===== src/hw/rtl/pipqa_pkg.sv =====
`timescale 1ns / 1ps
// ----------------------------------------------------------------------------
// pipqa_pkg: shared types, constants and helpers for the quadrant-angle test
// Coordinate widths, quadrant codes, angle saturation and the bundle that
// carries one item's edge deltas from the edge stage to the accumulator.
// ----------------------------------------------------------------------------
package pipqa_pkg;

  localparam int COORD_W = 16;
  localparam int DIFF_W  = COORD_W + 1;
  localparam int PROD_W  = 2 * DIFF_W;
  localparam int ANGLE_W = 16;
  localparam int DELTA_W = 3;

  typedef logic signed [COORD_W-1:0] coord_t;
  typedef logic signed [DIFF_W-1:0]  diff_t;
  typedef logic signed [PROD_W-1:0]  prod_t;
  typedef logic signed [ANGLE_W-1:0] angle_t;
  typedef logic signed [DELTA_W-1:0] delta_t;
  typedef logic [1:0]                quad_t;

  // Quadrants relative to the test point.
  localparam quad_t QUAD_NE = 2'd0;
  localparam quad_t QUAD_NW = 2'd1;
  localparam quad_t QUAD_SW = 2'd2;
  localparam quad_t QUAD_SE = 2'd3;

  localparam delta_t DQ_WRAP_POS = 3'sd3;
  localparam delta_t DQ_WRAP_NEG = -3'sd3;
  localparam delta_t DQ_HALF_POS = 3'sd2;
  localparam delta_t DQ_HALF_NEG = -3'sd2;
  localparam delta_t DQ_ONE_POS  = 3'sd1;
  localparam delta_t DQ_ONE_NEG  = -3'sd1;

  localparam angle_t ANGLE_ZERO    = '0;
  localparam angle_t ANGLE_MAX     = {1'b0, {(ANGLE_W-1){1'b1}}};
  localparam angle_t ANGLE_MIN     = {1'b1, {(ANGLE_W-1){1'b0}}};
  localparam angle_t ANGLE_TURN_CW = ANGLE_W'(-4);
  localparam angle_t ANGLE_TURN_CC = ANGLE_W'(4);

  typedef struct packed {
    logic   first;
    logic   last;
    delta_t d_edge;
    delta_t d_close;
  } edge_pair_t;

  function automatic quad_t quad_of(coord_t x, coord_t y, coord_t tx, coord_t ty);
    quad_t q;
    if (x > tx) begin
      q = (y > ty) ? QUAD_NE : QUAD_SE;
    end else begin
      q = (y > ty) ? QUAD_NW : QUAD_SW;
    end
    return q;
  endfunction

  function automatic angle_t sat_add(angle_t acc, delta_t d);
    logic signed [ANGLE_W:0] s;
    angle_t r;
    s = {acc[ANGLE_W-1], acc} + {{(ANGLE_W+1-DELTA_W){d[DELTA_W-1]}}, d};
    if (s[ANGLE_W] != s[ANGLE_W-1]) begin
      r = s[ANGLE_W] ? ANGLE_MIN : ANGLE_MAX;
    end else begin
      r = s[ANGLE_W-1:0];
    end
    return r;
  endfunction

endpackage


===== src/hw/rtl/pipqa_accum.sv =====
`timescale 1ns / 1ps
// ----------------------------------------------------------------------------
// pipqa_accum: angle accumulator and result register
// Adds an item's edge deltas to the saturating angle sum and, on the last
// vertex, loads the inside flag and the final sum into the output register.
// ----------------------------------------------------------------------------
module pipqa_accum (
  input  logic                   clk_i,
  input  logic                   rst_ni,
  input  logic                   s1_valid_i,
  input  pipqa_pkg::edge_pair_t  s1_i,
  output logic                   s1_ready_o,
  output logic                   out_valid_o,
  input  logic                   out_ready_i,
  output logic                   inside_res_o,
  output pipqa_pkg::angle_t      angle_sum_o
);

  pipqa_pkg::angle_t acc_q, acc_d;
  pipqa_pkg::angle_t base;
  pipqa_pkg::angle_t sum_edge;
  pipqa_pkg::angle_t sum_close;
  logic              out_valid_q;
  logic              inside_q;
  pipqa_pkg::angle_t angle_q;
  logic              out_free;
  logic              s1_fire;

  assign out_free   = !out_valid_q || out_ready_i;
  // An item that closes no polygon only updates the sum and never waits.
  assign s1_ready_o = !s1_i.last || out_free;
  assign s1_fire    = s1_valid_i && s1_ready_o;

  assign base      = s1_i.first ? pipqa_pkg::ANGLE_ZERO : acc_q;
  assign sum_edge  = pipqa_pkg::sat_add(base, s1_i.d_edge);
  assign sum_close = pipqa_pkg::sat_add(sum_edge, s1_i.d_close);
  assign acc_d     = s1_i.last ? sum_close : sum_edge;

  always_ff @(posedge clk_i or negedge rst_ni) begin
    if (!rst_ni) begin
      acc_q       <= pipqa_pkg::ANGLE_ZERO;
      out_valid_q <= 1'b0;
    end else begin
      if (s1_fire) begin
        acc_q <= acc_d;
      end
      if (s1_fire && s1_i.last) begin
        out_valid_q <= 1'b1;
      end else if (out_ready_i) begin
        out_valid_q <= 1'b0;
      end
    end
  end

  always_ff @(posedge clk_i) begin
    if (s1_fire && s1_i.last) begin
      angle_q  <= sum_close;
      inside_q <= (sum_close == pipqa_pkg::ANGLE_TURN_CC) ||
                  (sum_close == pipqa_pkg::ANGLE_TURN_CW);
    end
  end

  assign out_valid_o  = out_valid_q;
  assign inside_res_o = inside_q;
  assign angle_sum_o  = angle_q;

endmodule


===== config.mk =====
export PLATFORM = sky130hd
export DESIGN_NAME = pipqa_accum
export DESIGN_NICKNAME = d
export VERILOG_FILES = /design/src/hw/rtl/pipqa_pkg.sv /design/src/hw/rtl/pipqa_accum.sv
export SDC_FILE = /design/constraint.sdc
export NUM_CORES = 1
export LEC_CHECK = 0
export BUFFER_PORTS_ARGS = -buffer_cell sky130_fd_sc_hd__buf_4
export CAP_MARGIN = 40
export CELL_PAD_IN_SITES_DETAIL_PLACEMENT = 1
export CELL_PAD_IN_SITES_GLOBAL_PLACEMENT = 2
export CORE_ASPECT_RATIO = 0.7
export CORE_MARGIN = 2
export CORE_UTILIZATION = 34
export CTS_CLUSTER_DIAMETER = 200
export DETAILED_ROUTE_END_ITERATION = 8
export MAX_ROUTING_LAYER = met4
export PLACE_DENSITY = 0.88
export SYNTH_ARGS = -nofsm -noshare
export SYNTH_HDL_FRONTEND = slang
export SYNTH_SLANG_ARGS = --single-unit

===== constraint.sdc =====
create_clock -name clk_i -period 4.9 [get_ports clk_i]
set_input_delay 0.98 -clock clk_i [delete_from_list [all_inputs] [get_ports clk_i]]
set_output_delay 0.98 -clock clk_i [all_outputs]
set_load 0.01 [all_outputs]

==> results of run 1 <==
[stage by stage]
stage / setup WS [ns] / hold WS (ns) / setup TNS, ns
CTS: -0.503 / 0.482 / -8.40
global route: -1.20 / 0.550 / -32.46
detailed placement: -1.27 / 0.469 / -31.19
finish: -1.19 / 0.519 / -30.73
floorplan: -0.643 / 0.442 / -10.03
global placement: -0.992 / 0.466 / -25.66
[cells by family (layout without fill, tap and decap cells)]
| group | Yosys count | count (layout) | synth area share |
|---|---|---|---|
| adder cells (fa/ha/maj) | 34 | 34 | 0.130 |
| multiplexers | 6 | 6 | 0.0178 |
| flip-flops | 34 | 34 | 0.277 |
| AO/OA/AOI/OAI | 146 | 146 | 0.292 |
| XOR/XNOR | 29 | 29 | 0.0751 |
| AND/OR/NAND/NOR | 114 | 114 | 0.171 |
| buffers and inverters | 28 | 249 | 0.0366 |
[state kept, by name, summed over array words and instances, names as in the netlist]
| name | count |
|---|---|
| acc_q | 16 |
| angle_sum_o | 16 |
| inside_res_o | 1 |
| out_valid_o | 1 |
[cell type report]
class | count | share of cell area
multi-input cells | 329 | 0.513
repair buffers | 225 | 0.288
flip-flops and latches | 34 | 0.143
well taps | 128 | 0.0244
clock buffers | 6 | 0.0212
inverters | 16 | 0.00915
clock inverters | 2 | 0.00191
[repair_timing]
action,in CTS,in global routing
pin swaps,63,48
gates resized for setup,152,73
buffers inserted,44,34
endpoints found under the setup margin,33,33
[cell usage after synthesis, types with 11 or more instances]
cell / count / area [um2]
sky130_fd_sc_hd__ha_1: 32 / 400
sky130_fd_sc_hd__a21oi_1: 35 / 175
sky130_fd_sc_hd__inv_1: 15 / 56.3
sky130_fd_sc_hd__o21ai_0: 38 / 190
sky130_fd_sc_hd__xor2_1: 11 / 96.3
sky130_fd_sc_hd__nand2_1: 29 / 109
sky130_fd_sc_hd__nor2b_1: 18 / 113
sky130_fd_sc_hd__xnor2_1: 18 / 158
sky130_fd_sc_hd__edfxtp_1: 17 / 510
sky130_fd_sc_hd__nor2_1: 32 / 120
sky130_fd_sc_hd__dfrtp_1: 17 / 425
sky130_fd_sc_hd__a21o_1: 25 / 188
[how the worst min path moves through the flow]
| stage | from | end | slack (ns) | cells past startpoint |
|---|---|---|---|---|
| final | acc_q[13]$_DFFE_PN0P_ | acc_q[13]$_DFFE_PN0P_ | 0.52 | 2 |
| after CTS | acc_q[7]$_DFFE_PN0P_ | acc_q[7]$_DFFE_PN0P_ | 0.48 | 2 |
| after detailed placement | acc_q[7]$_DFFE_PN0P_ | acc_q[7]$_DFFE_PN0P_ | 0.47 | 2 |
| after global routing | acc_q[13]$_DFFE_PN0P_ | acc_q[13]$_DFFE_PN0P_ | 0.55 | 2 |
| after floorplan | acc_q[1]$_DFFE_PN0P_ | acc_q[1]$_DFFE_PN0P_ | 0.44 | 2 |
| after global placement | acc_q[7]$_DFFE_PN0P_ | acc_q[7]$_DFFE_PN0P_ | 0.47 | 2 |
[per-layer routing]
metal  up-vias  track usage  routed length [um]
met5         -            -                   0
met4         0        0.213                1930
met3       165       0.0897                2350
met2       415        0.629               10800
met1      2371        0.457                9000
li1       1885            -                   -
[worst register-to-register path, stage by stage, from the launching register on]
cell and delay, ns:
sky130_fd_sc_hd__dfrtp_1 0.40, sky130_fd_sc_hd__nor2b_2 0.17, sky130_fd_sc_hd__ha_1 0.35, sky130_fd_sc_hd__buf_4 0.18, sky130_fd_sc_hd__a211oi_2 0.29, sky130_fd_sc_hd__o21bai_2 0.12
sky130_fd_sc_hd__a21oi_2 0.21, sky130_fd_sc_hd__buf_4 0.16, sky130_fd_sc_hd__a21o_1 0.14, sky130_fd_sc_hd__o22ai_1 0.09, sky130_fd_sc_hd__a32o_2 0.38, sky130_fd_sc_hd__a21o_1 0.25
sky130_fd_sc_hd__ha_4 0.20, sky130_fd_sc_hd__fa_2 0.41, sky130_fd_sc_hd__a21oi_4 0.22, sky130_fd_sc_hd__o21bai_1 0.15, sky130_fd_sc_hd__xnor2_1 0.37, sky130_fd_sc_hd__nand2_1 0.14
sky130_fd_sc_hd__nor2_1 0.22, sky130_fd_sc_hd__nand4b_1 0.18, sky130_fd_sc_hd__nor4b_4 0.25, sky130_fd_sc_hd__or4b_4 0.50, sky130_fd_sc_hd__a21oi_2 0.17
==> results, run 1 <==
- The flow ran to the end, but the final reports show violations.
- The checks that failed: negative setup slack.
- Of the available clock period, the critical path in the final layout requires 1.24.
- The critical path ends at inside_res_o$_DFFE_PP_.
- The footprint of the multi-input gates is between 0.003 and 0.004 mm2.
- Counting distinct cell types in the post-synthesis netlist gives 59.
- The detail route stage leaves a number of antenna-violating nets equal to 0.
- The congestion estimate from routability-driven global placement came to around 0.97.
- The iteration-0 DRC count of the detailed router is 551.
- The critical path startpoint is s1_i[7].
- The routed length per instance is approximately 33 um.
- The number of placed instances, taps included, is around 670.
- The largest net degree at the start of global routing is 22.
- Leaving out fill and tap cells, the most frequent cells in the layout are sky130_fd_sc_hd__buf_4 (182), sky130_fd_sc_hd__buf_6 (38), sky130_fd_sc_hd__nand2_1 (26).
- The die area is approximately 0.011 mm2.
- Buffers inserted during clock tree synthesis total 5.
- The filler cell count in the final layout is a little over 1000.
- Input and output buffers added on the ports amount to 30.
- The final hold violation count came to 0.
- The reg-to-reg critical path endpoint is inside_res_o$_DFFE_PP_.
- The post-route standard cell area excluding fillers is 0.00656 mm2.
- Buffers inserted to repair hold after CTS numbered 0.
- For flop-to-flop paths, the worst setup slack is -0.81 ns.
- The non-filler instance count after layout is 740.
- In the global route stage, overall resource usage came out at 0.392.
- The area after detailed placement is ~0.0048 mm2.
- The wire length of the first global-routing pass is just under 30 mm.
- The timing-limited maximum frequency is between 0.15 and 0.2 GHz.
- The launching element type of the critical path is an input pin.
- The worst path buffer plus inverter count is 3.
- Leaving out fill and tap cells, the most frequent cell in the layout is sky130_fd_sc_hd__buf_4.
- The later pin in the worst-skew pair is clocked with a latency of approximately 0.31 ns.
- CTS built an H-tree with a depth of 2.
- The fraction of the core area covered by cells at the end of the flow is 0.678.
- The number of warnings printed during yosys synthesis is 0.
- For this run, design rule violations remaining after detail routing come to 0.
- The clock tree root driver cell is sky130_fd_sc_hd__clkbuf_16.
- The floorplan has 30 rows.
- The first detailed-routing pass ran for 5 iterations.
- The post-synthesis cell count is a little under 400.
- The remaining max-slew budget at the tightest pin is 0.242.
- The max-capacitance violation count is 0.
- The netlist area before placement is 0.00338 mm2.
- The logic depth of the worst register-to-register path is 22.
- Setup violations remaining at the end of the flow were counted as 33.
- The path category of the worst min-delay check is flip-flop to flip-flop.
- At the worst endpoint, the required time is around 5.1 ns.
- The longest clock path from root to sink contains 2 buffers.
- The type of the setup path with the least slack is input pin to flip-flop.
- The fraction of the yosys area taken by sequential cells is 0.277.
- For this run, asynchronously set or reset flops after synthesis account for 0.500.
- Counting flops and latches in the post-synthesis netlist gives 34.
- The layout cell share with drive strength beyond 1 is 0.623.
- After synthesis, the mean cell area works out to 8.65 um2.
- The cell count along the critical path is 23.
- The maximum cell stage delay along the critical path is roughly 0.50 ns.
- For this run, the post-layout net count is between 600 and 700.
- The worst setup path is captured at a flip-flop.
- The number of enable-type register cells in the synthesized netlist is 17.
- The CTS tree is done.
- Traced cell by cell, the critical path runs through buf_12, buf_12, nor2b_2, ha_4, a21oi_1, o22ai_1, nor2_2, buf_4, a21o_1, o22ai_1, a32o_2, a21o_1, ha_4, fa_2, a21oi_4, o21bai_1, xnor2_1, nand2_1, nor2_1, nand4b_1, nor4b_4, or4b_4, a21oi_2.
- The aggregate routed wire length is around 24 mm.
- The initial antenna violation count is 0.
- Across all layers, the routed design uses ~4800 vias.
- Setup repair after global routing could not meet its margin everywhere.
- In this run the critical register-to-register path is launched from acc_q[2]$_DFFE_PN0P_.
- 31 I/O pins were placed.
- Summed over all nets, the half-perimeter wirelength after detailed placement is 10.0 mm.
- The largest fanout on the critical path is 8.
- The arrival time reported for the critical path endpoint is between 6 and 7 ns.
- The via count of the first global-routing pass was approximately 4800.
- From bottom edge to top edge, the die measures approximately 90 um.
- At the pin with the least slew margin, the transition time is about 1.1 ns.
- The number of sinks driven by the clock tree is 34.
- The post-synthesis to final-layout area growth is 94.1%.
- The largest individual stage delay along the critical path comes from the cell sky130_fd_sc_hd__or4b_4.
- The slack of the critical path is -1.19 ns.
- The antenna diode count is 0.
- In the routed layout, each cell is associated on average with a via count of 6.54.
- The family with the most delay on the worst path is compound AO/OA/AOI/OAI gates.
- For this run the aggregate overflow at the end of global routing stands at 0.
- The effective utilization at floorplan is 0.349.
- After clock tree synthesis, the clock-pin slew on the worst setup and hold paths is roughly 0.060 ns.
- The die span in x is about 120 um.
- On the final layout, the worst clock skew is around 0.0055 ns.
- The total count of max-transition violations in the final report is 0.
- The area of the core is approximately 0.0097 mm2.
- The area taken by flip-flops and latches is approximately 940 um2.
- For this run, the leading register cell type out of synthesis is sky130_fd_sc_hd__edfxtp_1.
- The number of nets in the synthesized netlist is 437.
- The minimum clock period after layout is approximately 6.1 ns.
Power of run 1 is left out: the tool's default activity adds up to more than one toggle a clock period on the data nets, which glitch-free logic cannot reach.
==> run 2, diff against run 1 <==
GPL_TIMING_DRIVEN = 0   (was not set)
==> results, run 2 (synthesized netlist as in run 1, its figures left out) <==
- The critical path goes through buf_12, clkbuf_16, nor2b_1, ha_2, nand2_1, o21ai_2, a2111oi_4, buf_4, nor2_2, o22ai_2, a32o_2, o21a_1, ha_2, a21oi_4, nand2_2, a221oi_4, nor3_2, o41ai_4, xor2_2, nor4b_2, or4b_4, a21oi_2.
- The number of input and output port buffers inserted is 30.
- The maximum cell stage delay along the critical path is about 0.49 ns.
- The final hold violation count is 0.
- After detailed routing, the number of vias per cell comes to ~5.7.
- The arrival time reported for the critical path endpoint is about 6 ns.
- The path category of the worst min-delay check is flip-flop to flip-flop.
- On the critical path, the stage with the largest delay is an instance of sky130_fd_sc_hd__or4b_4.
- The die area is between 0.01 and 0.015 mm2.
- In the routed design, unresolved DRC markers number 0.
- The accumulated negative setup slack is -20.05 ns.
- The number of nets at the end of the flow is between 500 and 600.
- The worst register-to-register path has a setup slack of -0.44 ns.
- The clock-pin slew on the worst setup and hold paths is around 0.06 ns.
- Setup repair after global routing could not meet its margin everywhere.
- The die height is around 87 um.
- The timing-limited maximum frequency is between 0.15 and 0.2 GHz.
- Clock tree synthesis found a total of 34 sinks.
- At the placement stage, the worst setup path has a slack of -1.91 ns.
- The floorplan step set the die width to 123 um.
- The detail route stage leaves a number of antenna-violating nets equal to 0.
- The core region is 0.00968 mm2.
- For this configuration, the core starts out at a cell density of 0.349.
- The weighted congestion at the end of routability-driven global placement is 0.881.
- The antenna diode count is 0.
- The iteration-0 DRC count of the detailed router is 200.
- The total clock buffers created by CTS is 5.
- The initial antenna violation count came to 0.
- Leaving out fill and tap cells, the most frequent cell in the layout is sky130_fd_sc_hd__buf_4.
- The floorplan has 30 rows.
- The tree is rooted in a sky130_fd_sc_hd__clkbuf_16.
- For this design the top-level I/O count stands at 31.
- The wire-length estimate of the detail-placed layout is around 9 mm.
- STA puts the critical path data required time at 5.05 ns.
- The final reports fail on negative setup slack.
- The via count of the first global-routing pass came to around 3500.
- The first detailed-routing pass ran for 4 iterations.
- The type of the setup path with the least slack is input pin to flip-flop.
- STA classifies the critical path startpoint as an input pin.
- Of the cells placed in the final design, the portion with a size suffix greater than 1 is 0.407.
- Leaving out fill and tap cells, the most frequent cells in the layout are sky130_fd_sc_hd__buf_4 (58), sky130_fd_sc_hd__nor2_1 (29), sky130_fd_sc_hd__nand2_1 (26).
- Along the worst path, the maximum fanout reaches 8.
- Compared with the post-synthesis result, the final layout area differs by 47.2%.
- Counting along the longest clock path gives a buffer depth of 2.
- The clock network latency to the later pin of the worst-skew pair is 0.29 ns.
- The run finished, with violations left.
- Hold repair after CTS inserted 0 buffers.
- The first global-routing pass estimated ~19 mm of wire.
- Setup violations remaining at the end of the flow were counted as 32.
- At the pin with the least slew margin, the transition time is around 0.77 ns.
- The max-capacitance violation count is 0.
- The element type at the critical path end is a flip-flop.
- For this block, the via count after detailed routing is 3404.
- In the final routed layout, each cell accounts on average for about 21 um.
- Setup slack on the critical path of the routed design comes to -0.894 ns.
- The clock tree skew after final layout is roughly 0.007 ns.
- Headroom to the max-slew limit came out at 0.489.
- The minimum clock period after layout is between 5 and 6 ns.
- In this run the number of H-tree levels came out at 2.
- The period utilization is 1.18.
- The aggregate routed wire length is 12.5 mm.
- For this run the aggregate overflow at the end of global routing stands at 0.
- The CTS tree is done.
- For this run, the total global-route usage over all layers was measured as 0.238.
- The total count of max-transition violations in the final report is 0.
- The most frequent cell on the critical path is sky130_fd_sc_hd__ha_2.
- The largest net degree at the start of global routing is 18.
==> run 2: timing repair <==
item | CTS | global route
buffers inserted | 29 | 10
resized for setup | 57 | 63
cloned | 2 | 0
pin swaps | 36 | 27
endpoints found under the setup margin | 33 | 33
==> run 2: critical path, delay by kind of cell <==
family                   cells  cell delay (ns)
AO/OA/AOI/OAI                9             2.19
XOR/XNOR                     1             0.30
adder cells (fa/ha/maj)      2             0.70
buffers and inverters        3             0.47
AND/OR/NAND/NOR              7             1.28
==> run 2: worst paths after layout <==
kind,startpoint,endpoint,cells after the start
max,s1_i[7],inside_res_o$_DFFE_PP_,22
min,acc_q[12]$_DFFE_PN0P_,acc_q[12]$_DFFE_PN0P_,2
max reg2reg,acc_q[4]$_DFFE_PN0P_,inside_res_o$_DFFE_PP_,19
min reg2reg,acc_q[12]$_DFFE_PN0P_,acc_q[12]$_DFFE_PN0P_,2
max in group asynchronous,rst_ni,acc_q[15]$_DFFE_PN0P_,1
min in group asynchronous,rst_ni,acc_q[0]$_DFFE_PN0P_,1
==> run 2: stage by stage <==
step	cells	util	hold slack, ns	cell area [um2]
2_1_floorplan	391	-	0.442	3540
3_3_place_gp	549	0.405	0.467	3930
3_5_place_dp	550	0.407	0.473	3940
4_1_cts	588	0.474	0.492	4590
5_1_grt	597	0.514	0.525	4970
6_report	597	0.514	0.488	4970
==> run 2: final cells by class <==
| cell class | instances | area (um2) |
|---|---|---|
| buffer | 11 | 106 |
| timing repair buffer | 71 | 619 |
| clock buffer | 6 | 139 |
| inverter | 16 | 60.1 |
| multi-input combinational | 329 | 2940 |
| sequential | 34 | 936 |
| fill | 1084 | 4710 |
| tap | 128 | 160 |
| clock inverter | 2 | 12.5 |
==> run 2: layer usage <==
| metal | share of wire | wire, um | up-vias | track usage |
|---|---|---|---|---|
| li1 | - | - | 1596 | - |
| met1 | 0.48 | 5920 | 1715 | 0.327 |
| met3 | 0.048 | 604 | 12 | 0.0458 |
| met5 | 0 | 0 | - | - |
| met2 | 0.47 | 5800 | 81 | 0.371 |
| met4 | 0.011 | 133 | 0 | 0.0393 |
Power of run 2 is left out for the same reason.
==> run 3, diff against run 2 <==
PLACE_DENSITY = not set   (was 0.88)
PLACE_DENSITY_LB_ADDON = 0.2   (was not set)
==> results, run 3 (synthesized netlist as in run 1, its figures left out) <==
- The via count of the first global-routing pass was around 3400.
- For the final routed database, the setup TNS stands at -13.61 ns.
- Of the cells placed in the final design, the portion with a size suffix greater than 1 is 0.446.
- The net count of the finished layout is around 530.
- Summing all multi-input logic gate instances after layout gives 0.00309 mm2.
- Port buffering added 30 buffers.
- The area taken by flip-flops and latches is 936 um2.
- The number of buffers on the longest clock path is 2.
- The floorplan step set the die height to 87.4 um.
- The launching element type of the critical path is an input pin.
- Setup violations remaining at the end of the flow were counted as 32.
- The post-DP HPWL is about 8.5 mm.
- TritonCTS built the clock tree.
- Leaving out fill and tap cells, the most frequent cells in the layout are sky130_fd_sc_hd__buf_4 (69), sky130_fd_sc_hd__nor2_1 (28), sky130_fd_sc_hd__nand2_1 (26).
- The die covers between 0.01 and 0.015 mm2.
- After detailed routing, the number of vias per cell comes to between 5 and 6.
- The iteration-0 DRC count of the detailed router is between 150 and 200.
- Across the routed clock network, the largest skew measured is between 0.004 and 0.005 ns.
- After detailed routing, the number of remaining DRC violations is 0.
- The flow ran to the end, but the final reports show violations.
- For this run, the detailed router's first-pass iteration total came to 4.
- The first global-routing pass estimated just under 20 mm of wire.
- The placed cell count is 550.
- The number of H-tree branching levels is 2.
- After clock tree synthesis, the clock-pin slew on the worst setup and hold paths is approximately 0.06 ns.
- The remaining max-slew budget at the tightest pin is 0.538.
- The routed length per instance is roughly 21 um.
- Counting the fill cells in the layout gives ~1100.
- Entering global routing, the biggest net connects 18 pins.
- The non-filler instance count after layout is 608.
- The later pin in the worst-skew pair is clocked with a latency of ~0.28 ns.
- The checks that failed: negative setup slack.
- At the pin with the least slew margin, the transition time is roughly 0.7 ns.
- The critical path is of the input pin to flip-flop type.
- The worst setup path is captured at a flip-flop.
- The tree built by TritonCTS fans out to 34 sinks.
- For this design the top-level I/O count stands at 31.
- The max-capacitance violation count is 0.
- The total count of max-transition violations in the final report is 0.
- Static timing analysis puts the maximum clock frequency at 0.179 GHz.
- After detailed routing, the total wire length is between 10 and 15 mm.
- In this run the clock root is driven by a sky130_fd_sc_hd__clkbuf_16.
- At the worst endpoint, the required time is approximately 5.0 ns.
- The effective utilization at floorplan is 0.349.
- Setup slack on the critical path of the routed design comes to -0.695 ns.
- The routed layout has between 3000 and 4000 vias.
- The period utilization is 1.14.
- The area growth from synthesis to layout is 54.5%.
- The worst hold path belongs to the class flip-flop to flip-flop.
- The library cell used most frequently in the layout, excluding fill and tap cells, is sky130_fd_sc_hd__buf_4.
- The area of the core is roughly 0.0097 mm2.
- The initial antenna violation count is 0.
- The number of core rows is 30.
- Setup repair after global routing could not meet its margin everywhere.
- The fraction of the core area covered by cells at the end of the flow is 0.539.
- The minimum clock period after layout is about 5.6 ns.
- The final hold violation count was 0.
- Along the worst path, the maximum fanout reaches 7.
- The detail route stage leaves a number of antenna-violating nets equal to 0.
- The die span in x is around 120 um.
- The remaining global-route overflow is 0.
- The total clock buffers created by CTS is 5.
- The arrival time reported for the critical path endpoint is about 5.7 ns.
- The number of antenna diodes in the final layout is 0.
- The post-placement worst setup slack is -1.93 ns.
- The weighted congestion at the end of routability-driven global placement is 0.842.
- The overall fraction of global-route tracks in use is 0.244.
-- run 3: changes by cell type in the layout (fill, tap and decap cells not counted), moves of 2 or more --
| cell | before | now |
|---|---|---|
| sky130_fd_sc_hd__nor2b_1 | 14 | 12 |
| sky130_fd_sc_hd__buf_6 | 12 | 10 |
| sky130_fd_sc_hd__a21oi_1 | 22 | 20 |
| sky130_fd_sc_hd__buf_4 | 58 | 69 |
| sky130_fd_sc_hd__o21ai_1 | 15 | 13 |
| sky130_fd_sc_hd__o21ai_4 | 5 | 11 |
| sky130_fd_sc_hd__ha_1 | 16 | 14 |
| sky130_fd_sc_hd__buf_8 | 2 | 4 |
| sky130_fd_sc_hd__o21ai_2 | 16 | 13 |
-- run 3: what timing repair did --
action                                  CTS  global route
resized for setup                        98            54
pin swaps                                40            25
buffers inserted                         38            14
endpoints found under the setup margin   33            33
cloned                                    1             0
hold buffers                              0             0
-- run 3: worst paths after layout --
path / start / endpoint / slack [ns] / cells after the start
min in group asynchronous: rst_ni / acc_q[0]$_DFFE_PN0P_ / 0.56 / 1
setup reg to reg: acc_q[1]$_DFFE_PN0P_ / inside_res_o$_DFFE_PP_ / -0.25 / 21
setup / recovery: s1_i[7] / inside_res_o$_DFFE_PP_ / -0.70 / 23
max in group asynchronous: rst_ni / out_valid_o$_DFFE_PN0P_ / 4.13 / 1
hold / removal: acc_q[15]$_DFFE_PN0P_ / acc_q[15]$_DFFE_PN0P_ / 0.49 / 2
hold reg to reg: acc_q[15]$_DFFE_PN0P_ / acc_q[15]$_DFFE_PN0P_ / 0.49 / 2
-- run 3: layer usage --
layer,up-vias,GRT usage,part of all wire
met3,8,0.0373,0.041
met4,0,0.0258,0.0045
met5,-,-,0
met1,1680,0.349,0.49
li1,1617,-,-
met2,80,0.376,0.46
-- run 3: area by class of cell --
class	count	area share
buffer	11	0.0216
clock buffer	6	0.0266
clock inverter	2	0.00240
inverter	16	0.0115
multi-input combinational	329	0.591
sequential	34	0.179
tap	128	0.0307
timing repair buffer	82	0.137
-- run 3: stage by stage --
| stage | hold slack, ns | cell area (um2) |
|---|---|---|
| 4_1_cts | 0.489 | 4870 |
| 6_report | 0.487 | 5220 |
| 3_5_place_dp | 0.476 | 3940 |
| 5_1_grt | 0.528 | 5220 |
| 3_3_place_gp | 0.467 | 3930 |
| 2_1_floorplan | 0.442 | 3540 |
-- run 3: critical path, cell delays in order --
cell and delay (ns):
sky130_fd_sc_hd__buf_12 0.11, sky130_fd_sc_hd__clkbuf_16 0.15, sky130_fd_sc_hd__nor2b_1 0.21, sky130_fd_sc_hd__ha_4 0.26
sky130_fd_sc_hd__nand2_1 0.08, sky130_fd_sc_hd__o21ai_2 0.08, sky130_fd_sc_hd__a2111oi_4 0.40, sky130_fd_sc_hd__buf_4 0.20
sky130_fd_sc_hd__nor2_2 0.05, sky130_fd_sc_hd__o22ai_2 0.12, sky130_fd_sc_hd__a32o_2 0.32, sky130_fd_sc_hd__buf_8 0.16
sky130_fd_sc_hd__a21o_1 0.14, sky130_fd_sc_hd__ha_2 0.34, sky130_fd_sc_hd__a21o_1 0.24, sky130_fd_sc_hd__a2111oi_4 0.37
sky130_fd_sc_hd__nor2b_4 0.23, sky130_fd_sc_hd__a22oi_2 0.10, sky130_fd_sc_hd__buf_4 0.17, sky130_fd_sc_hd__mux2i_4 0.26
sky130_fd_sc_hd__a21oi_4 0.07, sky130_fd_sc_hd__or4b_1 0.53, sky130_fd_sc_hd__a21oi_2 0.14
Power of run 3 is left out for the same reason.
